**config.mk**
```make
export PLATFORM = sky130hd
export DESIGN_NAME = grouped_team_queue_core
export DESIGN_NICKNAME = d
export VERILOG_FILES = /design/src/hdl/gtq_pkg.sv /design/src/hdl/gtq_ram.sv /design/src/hdl/grouped_team_queue_core.sv
export SDC_FILE = /design/constraint.sdc
export NUM_CORES = 2
export LEC_CHECK = 0
export CAP_MARGIN = 20
export CORE_AREA = 3 3 826 664
export CTS_CLUSTER_DIAMETER = 30
export DETAILED_ROUTE_END_ITERATION = 16
export DIE_AREA = 0 0 829 667
export DONT_BUFFER_PORTS = 1
export GPL_ROUTABILITY_DRIVEN = 0
export HOLD_SLACK_MARGIN = 0.03
export MAX_ROUTING_LAYER = met4
export PLACE_DENSITY = 0.47
export SYNTH_ARGS = -nofsm -noshare
export SYNTH_HDL_FRONTEND = slang
export SYNTH_SLANG_ARGS = --single-unit
```
**constraint.sdc**
```tcl
create_clock -name i_clk -period 22.2 [get_ports i_clk]
set_input_delay 3.33 -clock i_clk [delete_from_list [all_inputs] [get_ports i_clk]]
set_output_delay 3.33 -clock i_clk [all_outputs]
set_load 0.05 [all_outputs]
```
**src/hdl/gtq_pkg.sv**
```systemverilog
package gtq_pkg;

    localparam int OCC_BITS    = 7;
    localparam int STATUS_BITS = 2;

    typedef enum logic [0:0] {
        OP_ENQ = 1'b0,
        OP_DEQ = 1'b1
    } t_op;

    typedef enum logic [STATUS_BITS-1:0] {
        ST_ENQ   = 2'd0,
        ST_DEQ   = 2'd1,
        ST_EMPTY = 2'd2,
        ST_FULL  = 2'd3
    } t_status;

    typedef enum logic [2:0] {
        S_CLEAR,
        S_IDLE,
        S_ENQ_ALLOC,
        S_ENQ_READ_LINK,
        S_ENQ_LINK_PREV,
        S_DEQ_READ,
        S_DEQ_TEAM,
        S_HOLD
    } t_state;

endpackage

```
**src/hdl/gtq_ram.sv**
```systemverilog
module gtq_ram #(
    parameter int WIDTH = 8,
    parameter int DEPTH = 64
) (
    input  logic                     i_clk,
    input  logic                     i_we,
    input  logic [$clog2(DEPTH)-1:0] i_waddr,
    input  logic [WIDTH-1:0]         i_wdata,
    input  logic [$clog2(DEPTH)-1:0] i_raddr,
    output logic [WIDTH-1:0]         o_rdata
);

    logic [WIDTH-1:0] r_mem [DEPTH];

    always_ff @(posedge i_clk) begin
        if (i_we) begin
            r_mem[i_waddr] <= i_wdata;
        end
        o_rdata <= r_mem[i_raddr];
    end

endmodule

```
**src/hdl/grouped_team_queue_core.sv**
```systemverilog
// Bounded team queue. An enqueue beat (tuser = 0) stores its data word behind the last
// waiting member of the same team, or at the tail when no member of that team waits; a
// dequeue beat (tuser = 1) returns the head entry. Every input beat gives exactly one
// output beat carrying data, team, status and occupancy. The slot, link, team and free
// tables sit in simple dual-port synchronous memories (one read port, one write port) with
// registered reads: a refused enqueue or empty dequeue ends in idle, an enqueue that
// appends or starts an empty queue ends in allocation, a dequeue runs a head read then
// a team update, and an enqueue inserted behind a team member mid-queue runs allocation,
// link read and link write, since the link memory is read and then written twice.
// Results pass through an output register, so the next beat is taken while a result
// waits. After reset the team table is swept, one entry a cycle, before any beat is taken.
module grouped_team_queue_core #(
    parameter int CAPACITY  = 64,
    parameter int DATA_BITS = 16,
    parameter int TEAM_BITS = 8
) (
    input  logic i_clk,
    input  logic i_rst_n,

    input  logic                                         s_axis_tvalid,
    output logic                                         s_axis_tready,
    // in_data, in_team
    input  logic [((DATA_BITS+TEAM_BITS+7)/8)*8-1:0]     s_axis_tdata,
    // op
    input  logic [0:0]                                   s_axis_tuser,

    output logic                                         m_axis_tvalid,
    input  logic                                         m_axis_tready,
    // out_data, out_team, occupancy
    output logic [((DATA_BITS+TEAM_BITS+7+7)/8)*8-1:0]   m_axis_tdata,
    // status
    output logic [1:0]                                   m_axis_tuser
);

    localparam int AW         = $clog2(CAPACITY);
    localparam int CW         = $clog2(CAPACITY + 1);
    localparam int TEAM_DEPTH = 1 << TEAM_BITS;
    localparam int OUT_W      = ((DATA_BITS + TEAM_BITS + gtq_pkg::OCC_BITS + 7) / 8) * 8;

    gtq_pkg::t_state r_state, n_state;

    logic [DATA_BITS-1:0] r_data, n_data;
    logic [TEAM_BITS-1:0] r_team, n_team;
    logic [CW-1:0]        r_count, n_count;
    logic [CW-1:0]        r_fresh, n_fresh;
    logic [CW-1:0]        r_top, n_top;
    logic [AW-1:0]        r_head, n_head;
    logic [AW-1:0]        r_tail, n_tail;
    logic [AW-1:0]        r_slot, n_slot;
    logic [AW-1:0]        r_prev, n_prev;
    logic [TEAM_BITS:0]   r_clr, n_clr;

    logic [DATA_BITS-1:0]     r_res_data, n_res_data;
    logic [TEAM_BITS-1:0]     r_res_team, n_res_team;
    gtq_pkg::t_status         r_res_status, n_res_status;

    logic                          r_out_valid, n_out_valid;
    logic [DATA_BITS-1:0]          r_out_data, n_out_data;
    logic [TEAM_BITS-1:0]          r_out_team, n_out_team;
    gtq_pkg::t_status              r_out_status, n_out_status;
    logic [gtq_pkg::OCC_BITS-1:0]  r_out_occ, n_out_occ;

    // memory ports
    logic                            slot_we;
    logic [AW-1:0]                   slot_waddr, slot_raddr;
    logic [DATA_BITS+TEAM_BITS-1:0]  slot_wdata, slot_q;
    logic                            link_we;
    logic [AW-1:0]                   link_waddr, link_raddr, link_wdata, link_q;
    logic                            team_we;
    logic [TEAM_BITS-1:0]            team_waddr, team_raddr;
    logic [AW:0]                     team_wdata, team_q;
    logic                            stk_we;
    logic [AW-1:0]                   stk_waddr, stk_raddr, stk_wdata, stk_q;

    logic                 fin;
    gtq_pkg::t_status     fin_status;
    logic [DATA_BITS-1:0] fin_data;
    logic [TEAM_BITS-1:0] fin_team;
    logic                 out_free;
    logic                 full;
    logic [AW-1:0]        new_slot;
    logic [CW-1:0]        top_dec;

    gtq_ram #(.WIDTH(DATA_BITS + TEAM_BITS), .DEPTH(CAPACITY)) u_slot_ram (
        .i_clk   (i_clk),
        .i_we    (slot_we),
        .i_waddr (slot_waddr),
        .i_wdata (slot_wdata),
        .i_raddr (slot_raddr),
        .o_rdata (slot_q)
    );

    gtq_ram #(.WIDTH(AW), .DEPTH(CAPACITY)) u_link_ram (
        .i_clk   (i_clk),
        .i_we    (link_we),
        .i_waddr (link_waddr),
        .i_wdata (link_wdata),
        .i_raddr (link_raddr),
        .o_rdata (link_q)
    );

    gtq_ram #(.WIDTH(AW + 1), .DEPTH(TEAM_DEPTH)) u_team_ram (
        .i_clk   (i_clk),
        .i_we    (team_we),
        .i_waddr (team_waddr),
        .i_wdata (team_wdata),
        .i_raddr (team_raddr),
        .o_rdata (team_q)
    );

    gtq_ram #(.WIDTH(AW), .DEPTH(CAPACITY)) u_free_ram (
        .i_clk   (i_clk),
        .i_we    (stk_we),
        .i_waddr (stk_waddr),
        .i_wdata (stk_wdata),
        .i_raddr (stk_raddr),
        .o_rdata (stk_q)
    );

    assign out_free = !r_out_valid || m_axis_tready;
    assign full     = (r_count == CW'(CAPACITY));
    assign top_dec  = r_top - CW'(1);
    // never-used slots first, then recycled ones from the free stack
    assign new_slot = (r_fresh != CW'(CAPACITY)) ? r_fresh[AW-1:0] : stk_q;

    assign s_axis_tready = (r_state == gtq_pkg::S_IDLE);
    assign m_axis_tvalid = r_out_valid;
    assign m_axis_tdata  = OUT_W'({r_out_occ, r_out_team, r_out_data});
    assign m_axis_tuser  = r_out_status;

    always_comb begin
        n_state      = r_state;
        n_data       = r_data;
        n_team       = r_team;
        n_count      = r_count;
        n_fresh      = r_fresh;
        n_top        = r_top;
        n_head       = r_head;
        n_tail       = r_tail;
        n_slot       = r_slot;
        n_prev       = r_prev;
        n_clr        = r_clr;
        n_res_data   = r_res_data;
        n_res_team   = r_res_team;
        n_res_status = r_res_status;
        n_out_valid  = r_out_valid && !m_axis_tready;
        n_out_data   = r_out_data;
        n_out_team   = r_out_team;
        n_out_status = r_out_status;
        n_out_occ    = r_out_occ;

        slot_we    = 1'b0;
        slot_waddr = new_slot;
        slot_wdata = {r_team, r_data};
        slot_raddr = r_head;
        link_we    = 1'b0;
        link_waddr = r_tail;
        link_wdata = new_slot;
        link_raddr = r_head;
        team_we    = 1'b0;
        team_waddr = r_team;
        team_wdata = {1'b1, new_slot};
        team_raddr = s_axis_tdata[DATA_BITS +: TEAM_BITS];
        stk_we     = 1'b0;
        stk_waddr  = r_top[AW-1:0];
        stk_wdata  = r_head;
        stk_raddr  = top_dec[AW-1:0];

        fin        = 1'b0;
        fin_status = gtq_pkg::ST_ENQ;
        fin_data   = '0;
        fin_team   = '0;

        case (r_state)
            gtq_pkg::S_CLEAR: begin
                team_we    = 1'b1;
                team_waddr = r_clr[TEAM_BITS-1:0];
                team_wdata = '0;
                n_clr      = r_clr + (TEAM_BITS+1)'(1);
                if (r_clr == (TEAM_BITS+1)'(TEAM_DEPTH - 1)) begin
                    n_state = gtq_pkg::S_IDLE;
                end
            end
            gtq_pkg::S_IDLE: begin
                if (s_axis_tvalid) begin
                    n_data = s_axis_tdata[DATA_BITS-1:0];
                    n_team = s_axis_tdata[DATA_BITS +: TEAM_BITS];
                    if (s_axis_tuser[0] == gtq_pkg::OP_ENQ) begin
                        if (full) begin
                            fin        = 1'b1;
                            fin_status = gtq_pkg::ST_FULL;
                        end else begin
                            n_state = gtq_pkg::S_ENQ_ALLOC;
                        end
                    end else begin
                        if (r_count == '0) begin
                            fin        = 1'b1;
                            fin_status = gtq_pkg::ST_EMPTY;
                        end else begin
                            n_state = gtq_pkg::S_DEQ_READ;
                        end
                    end
                end
            end
            gtq_pkg::S_ENQ_ALLOC: begin
                slot_we = 1'b1;
                team_we = 1'b1;
                n_count = r_count + CW'(1);
                if (r_fresh != CW'(CAPACITY)) begin
                    n_fresh = r_fresh + CW'(1);
                end else begin
                    n_top = top_dec;
                end
                if (r_count == '0) begin
                    n_head     = new_slot;
                    n_tail     = new_slot;
                    fin        = 1'b1;
                    fin_status = gtq_pkg::ST_ENQ;
                end else if (team_q[AW] && team_q[AW-1:0] != r_tail) begin
                    // insert behind the team's last member: fetch its link first
                    link_raddr = team_q[AW-1:0];
                    n_prev     = team_q[AW-1:0];
                    n_slot     = new_slot;
                    n_state    = gtq_pkg::S_ENQ_READ_LINK;
                end else begin
                    link_we    = 1'b1;
                    n_tail     = new_slot;
                    fin        = 1'b1;
                    fin_status = gtq_pkg::ST_ENQ;
                end
            end
            gtq_pkg::S_ENQ_READ_LINK: begin
                link_we    = 1'b1;
                link_waddr = r_slot;
                link_wdata = link_q;
                n_state    = gtq_pkg::S_ENQ_LINK_PREV;
            end
            gtq_pkg::S_ENQ_LINK_PREV: begin
                link_we    = 1'b1;
                link_waddr = r_prev;
                link_wdata = r_slot;
                fin        = 1'b1;
                fin_status = gtq_pkg::ST_ENQ;
            end
            gtq_pkg::S_DEQ_READ: begin
                n_res_data = slot_q[DATA_BITS-1:0];
                n_res_team = slot_q[DATA_BITS +: TEAM_BITS];
                n_team     = slot_q[DATA_BITS +: TEAM_BITS];
                team_raddr = slot_q[DATA_BITS +: TEAM_BITS];
                n_slot     = r_head;
                // release the head slot onto the free stack
                stk_we     = 1'b1;
                n_top      = r_top + CW'(1);
                n_count    = r_count - CW'(1);
                if (r_count != CW'(1)) begin
                    n_head = link_q;
                end
                n_state    = gtq_pkg::S_DEQ_TEAM;
            end
            gtq_pkg::S_DEQ_TEAM: begin
                if (team_q[AW] && team_q[AW-1:0] == r_slot) begin
                    team_we    = 1'b1;
                    team_wdata = '0;
                end
                fin        = 1'b1;
                fin_status = gtq_pkg::ST_DEQ;
                fin_data   = r_res_data;
                fin_team   = r_res_team;
            end
            gtq_pkg::S_HOLD: begin
                if (out_free) begin
                    n_out_valid  = 1'b1;
                    n_out_data   = r_res_data;
                    n_out_team   = r_res_team;
                    n_out_status = r_res_status;
                    n_out_occ    = gtq_pkg::OCC_BITS'(r_count);
                    n_state      = gtq_pkg::S_IDLE;
                end
            end
            default: begin
                n_state = gtq_pkg::S_IDLE;
            end
        endcase

        // deliver now if the output register frees up, else park the result
        if (fin) begin
            if (out_free) begin
                n_out_valid  = 1'b1;
                n_out_data   = fin_data;
                n_out_team   = fin_team;
                n_out_status = fin_status;
                n_out_occ    = gtq_pkg::OCC_BITS'(n_count);
                n_state      = gtq_pkg::S_IDLE;
            end else begin
                n_res_data   = fin_data;
                n_res_team   = fin_team;
                n_res_status = fin_status;
                n_state      = gtq_pkg::S_HOLD;
            end
        end
    end

    always_ff @(posedge i_clk) begin
        if (!i_rst_n) begin
            r_state     <= gtq_pkg::S_CLEAR;
            r_count     <= '0;
            r_fresh     <= '0;
            r_top       <= '0;
            r_head      <= '0;
            r_tail      <= '0;
            r_clr       <= '0;
            r_out_valid <= 1'b0;
        end else begin
            r_state     <= n_state;
            r_count     <= n_count;
            r_fresh     <= n_fresh;
            r_top       <= n_top;
            r_head      <= n_head;
            r_tail      <= n_tail;
            r_clr       <= n_clr;
            r_out_valid <= n_out_valid;
        end
    end

    always_ff @(posedge i_clk) begin
        r_data       <= n_data;
        r_team       <= n_team;
        r_slot       <= n_slot;
        r_prev       <= n_prev;
        r_res_data   <= n_res_data;
        r_res_team   <= n_res_team;
        r_res_status <= n_res_status;
        r_out_data   <= n_out_data;
        r_out_team   <= n_out_team;
        r_out_status <= n_out_status;
        r_out_occ    <= n_out_occ;
    end

    a_count_bound: assert property (@(posedge i_clk) disable iff (!i_rst_n)
        r_count <= CW'(CAPACITY))
        else $error("entry count above capacity");

    a_slot_accounting: assert property (@(posedge i_clk) disable iff (!i_rst_n)
        ({1'b0, r_count} + {1'b0, r_top}) == {1'b0, r_fresh})
        else $error("slots lost or duplicated between queue and free stack");

    a_no_beat_in_sweep: assert property (@(posedge i_clk) disable iff (!i_rst_n)
        (r_state == gtq_pkg::S_CLEAR) |-> !s_axis_tready)
        else $error("beat accepted during team table sweep");

    a_park_only_when_blocked: assert property (@(posedge i_clk) disable iff (!i_rst_n)
        (r_state != gtq_pkg::S_HOLD && n_state == gtq_pkg::S_HOLD) |-> !out_free)
        else $error("result parked although the output register was free");

endmodule

```
After elaboration in Yosys (flattened, before gate mapping). Memories as Yosys holds them, arrays and structs flattened. A register that Yosys moved wholly into a read port is not among the register bits. Cells that the tools add are included.

Memories: 4. Register bits: 141. Input bits: 29. Output and inout port bits: 36. Word-level logic and storage cells: 170. Bits in writable memories: 4096.

Memories: u_team_ram.r_mem (depth 256, bits a word 7, rd ports 1, clocked after memory_dff 1, wr ports 1, line gtq_ram.sv:13) `logic [WIDTH-1:0] r_mem [DEPTH];`; u_slot_ram.r_mem (depth 64, bits a word 24, rd ports 1, clocked after memory_dff 1, wr ports 1, line gtq_ram.sv:13); u_free_ram.r_mem (depth 64, bits a word 6, rd ports 1, clocked after memory_dff 1, wr ports 1, line gtq_ram.sv:13); u_link_ram.r_mem (depth 64, bits a word 6, rd ports 1, clocked after memory_dff 1, wr ports 1, line gtq_ram.sv:13).

Multiplexer cells: 88. Add/subtract/negate cells: 6. Bitwise operators: 2. Reductions and logical operators: 24. Equal/unequal tests: 27.

Operators with widths (number): 16-bit 2-to-1 mux (8); 8-bit 2-to-1 mux (11); 6-bit 2-to-1 mux (10); 6-bit one-hot mux with 2 select lines (4); 7-bit 2-to-1 mux (6); 7-bit one-hot mux with 2 select lines (3); 3-bit 2-to-1 mux (10); 1-bit 2-to-1 mux (22); 7-bit by 1-bit adder with 7-bit output (second input constant) (3); 3-bit one-hot mux with 6 select lines (1); 2-bit 2-to-1 mux (8); 8-bit one-hot mux with 2 select lines (1); 2-bit != test (second input constant) (7); 7-bit by 1-bit subtractor with 7-bit output (second input constant) (2); 3-bit == test (second input constant) (4); 3-bit != test (second input constant) (4); 2-bit AND reduction (6); 9-bit by 1-bit adder with 9-bit output (second input constant) (1); 9-bit by 8-bit == test with 1-bit output (second input constant) (1); 3-bit AND reduction (3); 4-bit != test (second input constant) (2); 8-bit AND reduction (1); 7-bit == test (second input constant) (1); 7-bit zero test (1); other kinds (18) (27).

Longest topological paths before layout.
Depth after elaboration: 7. Depth in mapped cells: 17. Mapped depth without buffers: 12.

Hierarchy. Synthesis repeated with hierarchy kept, for this count alone.

Cells, all modules: 8111. Area total of the unflattened synthesis: 166424.6 um^2.

By module, submodules not included: gtq_ram at u_team_ram (times used 1, cells each 3381, area an instance 70197.3 um^2); gtq_ram at u_slot_ram (times used 1, cells each 2610, area an instance 59295.6 um^2); gtq_ram at u_free_ram ... (times used 2, cells each 720, area an instance 15225.9 um^2); grouped_team_queue_core (times used 1, cells each 680, area an instance 6480.0 um^2).

Worst setup path after synthesis. No wires, ideal clock.

Path type: register -> register. From: register r_fresh[0]. To: memory u_team_ram.r_mem[0][1] (netlist bit), data pin. Slack: 12.631 ns. Library setup time: 1.391 ns. Stages on the path, launching flop included: 9. Required time: 20.809 ns. Arrival time: 8.178 ns. Path through: dfxtp_1 > inv_1 > ha_1 > or4b_2 > nor3b_1 > clkbuf_1 > mux2i_1 > clkbuf_1 > nor2_1.

Longest elaborated chain between the ends: 4.

RTL lines: start, declared (line grouped_team_queue_core.sv:45) `logic [CW-1:0] r_fresh, n_fresh;`; start signal, assigned (line grouped_team_queue_core.sv:316) `r_fresh <= n_fresh;`; 7-bit != test (*) (line grouped_team_queue_core.sv:124) `assign new_slot = (r_fresh != CW'(CAPACITY)) ? r_fresh[AW-1:0] : stk_q;`; 6-bit 2-to-1 mux (*) (line grouped_team_queue_core.sv:124); 7-bit 2-to-1 mux (line grouped_team_queue_core.sv:261) `if (team_q[AW] && team_q[AW-1:0] == r_slot) begin`; 7-bit one-hot mux with 2 select lines (*) (line grouped_team_queue_core.sv:174) `case (r_state)`; named net team_wdata[1] (line grouped_team_queue_core.sv:71) `logic [AW:0] team_wdata, team_q;`; end, declared (line gtq_ram.sv:13).

The timed path passes the listed nets; every way through them passes the cells marked *.

Final worst setup path.
From: input port s_axis_tdata[19]. To: register u_team_ram.o_rdata[2] (read register of u_team_ram.r_mem).

Longest elaborated chain between the ends: 1.

RTL lines: start, declared (line grouped_team_queue_core.sv:23) `input logic [((DATA_BITS+TEAM_BITS+7)/8)*8-1:0] s_axis_tdata,`; 8-bit 2-to-1 mux (line grouped_team_queue_core.sv:174); end, declared (line gtq_ram.sv:10) `output logic [WIDTH-1:0] o_rdata`.

Every way passes these cells. A chain may end at the register's enable or synchronous reset.

==> key figures <==
Clock network
  • Number of setup buffers added after CTS: 0
  • Hold_buf cts: 0
  • CTS tree: yes
  • Num Clock Sinks: approximately 4300
  • Htree depth: 6
  • Clock transition at path regs: 0.05 ns
  • Clk buf depth: 4
  • CTS Buf Count: a little under 700
  • # resized after CTS: 0
  • Clock tree root driver cell: clkbuf_16
  • Skew-Pair Late Insertion Delay: between 1 and 1.5 ns

Flow run
  • Maxcap violations: 0

Power
  • Maximum VDD drop: 0.08788 mV
  • Leak: 64.55 nW
  • P per Cell Area: 113.5 nW/µm²

Timing
  • Post-layout min period: 7.883 ns
  • Max frequency: ~130 MHz
  • Unrepaired setup endpoints after global routing: no
  • Worst rel slew slack: 14.57%
  • Final setup vio count: 0
  • Hold Vio Cnt, Final: 0
  • Slew Viols, Final: 0
  • Sum of negative setup slack: 0 ns
  • Setup Skew: 0.06919 ns
  • Actual slew at the worst max-slew pin: 1.276 ns
  • Tcrit/Tclk final: between 30% and 40%

Min path
  • Hold Path Depth: 1
  • Min-Delay Path Class: reg -> reg

Status
  • Status: completed

Global routing
  • Vias in the first global route: between 90000 and 100k
  • Grt ovf: 0
  • GRT Overall Usage: between 10% and 20%
  • Initial antenna violation count: 31
  • Pin count of the biggest net entering global routing: about 180
  • First-pass GRT wire length: ~700000 µm

Worst setup path
  • Arrival time worst endpoint: 8.85 ns
  • Critical Path RT: 23.16 ns
  • Startpoint class of the critical path: input pin
  • CP Class: in -> reg
  • Worst-path fanout max: 143
  • Worst Reg-to-Reg Cells: 15
  • Setup crit end kind: flop

Synthesis
  • XOR/XNOR Fraction of Synth Area: 0.1726%
  • Synth area leader: edfxtp_1
  • FFs w/ async S/R, synth: 0%
  • Register area share after synthesis: about 76%
  • Synthesized area per cell: 16.50 µm²
  • Synth top area share: 74.12%
  • Synth cell count leaders: edfxtp_1 (4134), nand2_1 (1665), nor2_1 (650), mux4_2 (631), nand3_1 (612)
  • Most common cell in the netlist: edfxtp_1
  • Yosys cell types: 78
  • Synth Area in Adders: 0.07470%
  • Synth Area in Compound Gates: 3.763%
  • Largest family of logic cells by synthesized area: multiplexers
  • Top post-synthesis cells by area: edfxtp_1 (74%), mux4_2 (8.5%), nand2_1 (3.7%), mux2i_1 (2.0%), nand3_1 (1.8%)
  • Synth Cell Area: 167500 µm²
  • Yosys warning count: 0
  • Post-Synth Simple-Gate Area: 7.958%
  • Syn nets: 10190
  • EDFF count, synth: 4134
  • Top_reg_cell synth: edfxtp_1
  • Synthesized flop and latch total: 4279
  • Mapped Cells: 10150
  • Post-synthesis mux area share: 10.60%

Routing
  • Top Layer Used: met4
  • Met2 wire len: 223500 µm
  • Vias per cell: between 5 and 6
  • Vias post-DR: between 90000 and 100k
  • Detailed Route Iter0 Violations: 10220
  • Routed wire per std cell: 26.88 µm
  • Routed Antenna Nets: 0
  • DRT Pass-1 Iters: 8
  • Met1 wire length: 223000 µm
  • Met3 routed WL: 34170 µm
  • # DRC: 0
  • Post-Route WL: 492000 µm

Finish
  • FF/Latch Area: 127100 µm²
  • Layout cell share with drive strength beyond 1: 19.95%
  • Nets: 10540
  • Multi-input gate area: 38710 µm²
  • Area delta synth->final: 20.20%
  • Final Util: a little under two fifths
  • Non-Filler Instances: roughly 18000
  • Fillers: roughly 50000

Placed design
  • IO Port Bufs: 0
  • Hpwl dp: 286500 µm
  • Post-Place Cells: about 17000

Floorplanning
  • Site row count: 242
  • Starting Density: between 30% and 40%
  • Core Area: 541400 µm²
  • Area of the die: 552900 µm²
  • DIE WIDTH: slightly above 800 µm
  • # IOs: 65
  • Die span in y: 667 µm
[routing by layer]
metal | vias to the layer above | GRT usage, %
met5 | - | -
met3 | 689 | 2.870
met4 | 0 | 4.387
met1 | 49230 | 25.34
li1 | 40400 | -
met2 | 3674 | 26.72
[path summary, 6_finish.rpt]
kind,startpoint,end,slack (ns)
setup / recovery,s_axis_tdata[19],u_team_ram.o_rdata[2],14.32
hold / removal,u_slot_ram.o_rdata[9],r_res_data[9],0.44
setup reg to reg,r_state[2],u_team_ram.o_rdata[2],14.90
hold reg to reg,u_slot_ram.o_rdata[9],r_res_data[9],0.44
[layout make-up]
cell class | instances | share of cell area [%]
flip-flops and latches | 4279 | 63.12
multi-input cells | 5224 | 19.23
clock buffers | 778 | 8.874
well taps | 7198 | 4.474
clock inverters | 508 | 2.967
repair buffers | 269 | 1.247
inverters | 32 | 0.07334
diodes | 15 | 0.01865
[through the flow]
stage          setup slack [ns]  hold slack, ns  total power [mW]  area [µm²]
2_1_floorplan             12.63          0.4029             10.97      167500
3_3_place_gp              13.55          0.4347             12.06      176900
3_5_place_dp              13.50          0.4383             12.11      177200
4_1_cts                   14.64          0.4488             23.04      201000
5_1_grt                   14.14          0.4509             23.60      201300
6_report                  14.32          0.4434             22.84      201300
[cells in the final DEF (no fill, tap or decap), types with 83 or more instances in the layout]
cell type / n
mux2i_1: 334
o22ai_1: 84
mux4_2: 631
nand3_1: 607
a21oi_1: 497
clkbuf_16: 697
edfxtp_1: 4134
clkinvlp_4: 83
buf_4: 229
nand2_1: 1654
dfxtp_1: 138
clkinv_2: 113
nor2_1: 581
[critical path, stage by stage]
cell and delay, ns:
a21oi_4 0.12, inv_8 0.51, buf_12 0.56, buf_4 0.75, buf_4 0.68, mux2i_1 0.16
mux2i_1 0.20, o22ai_1 0.18, nor3_1 0.71, a31oi_1 0.17, or4_1 0.74, a22oi_1 0.23
[logic make-up after synthesis]
logic type	after synthesis
AO/OA/AOI/OAI	1024
XOR/XNOR	33
adder cells (fa/ha/maj)	10
buffers and inverters	651
flip-flops	4279
multiplexers	982
other	1
AND/OR/NAND/NOR	3174
[state kept, by name (all words and copies together) (netlist names), 9 cells and up]
| register | flops |
|---|---|
| u_slot_ram.r_mem | 1536 |
| u_free_ram.r_mem | 384 |
| r_data | 16 |
| u_team_ram.r_mem | 1792 |
| r_res_data | 16 |
| u_slot_ram.o_rdata | 24 |
| r_clr | 9 |
| u_link_ram.r_mem | 384 |
| r_out_data | 16 |
[power by group]
group	switching [mW]	internal, mW	leakage, nW
clock	4.06	6.83	11.4
combinational	1.79	0.601	15.0
sequential	0.212	9.34	38.1
Power figures use the tool's default switching activity.
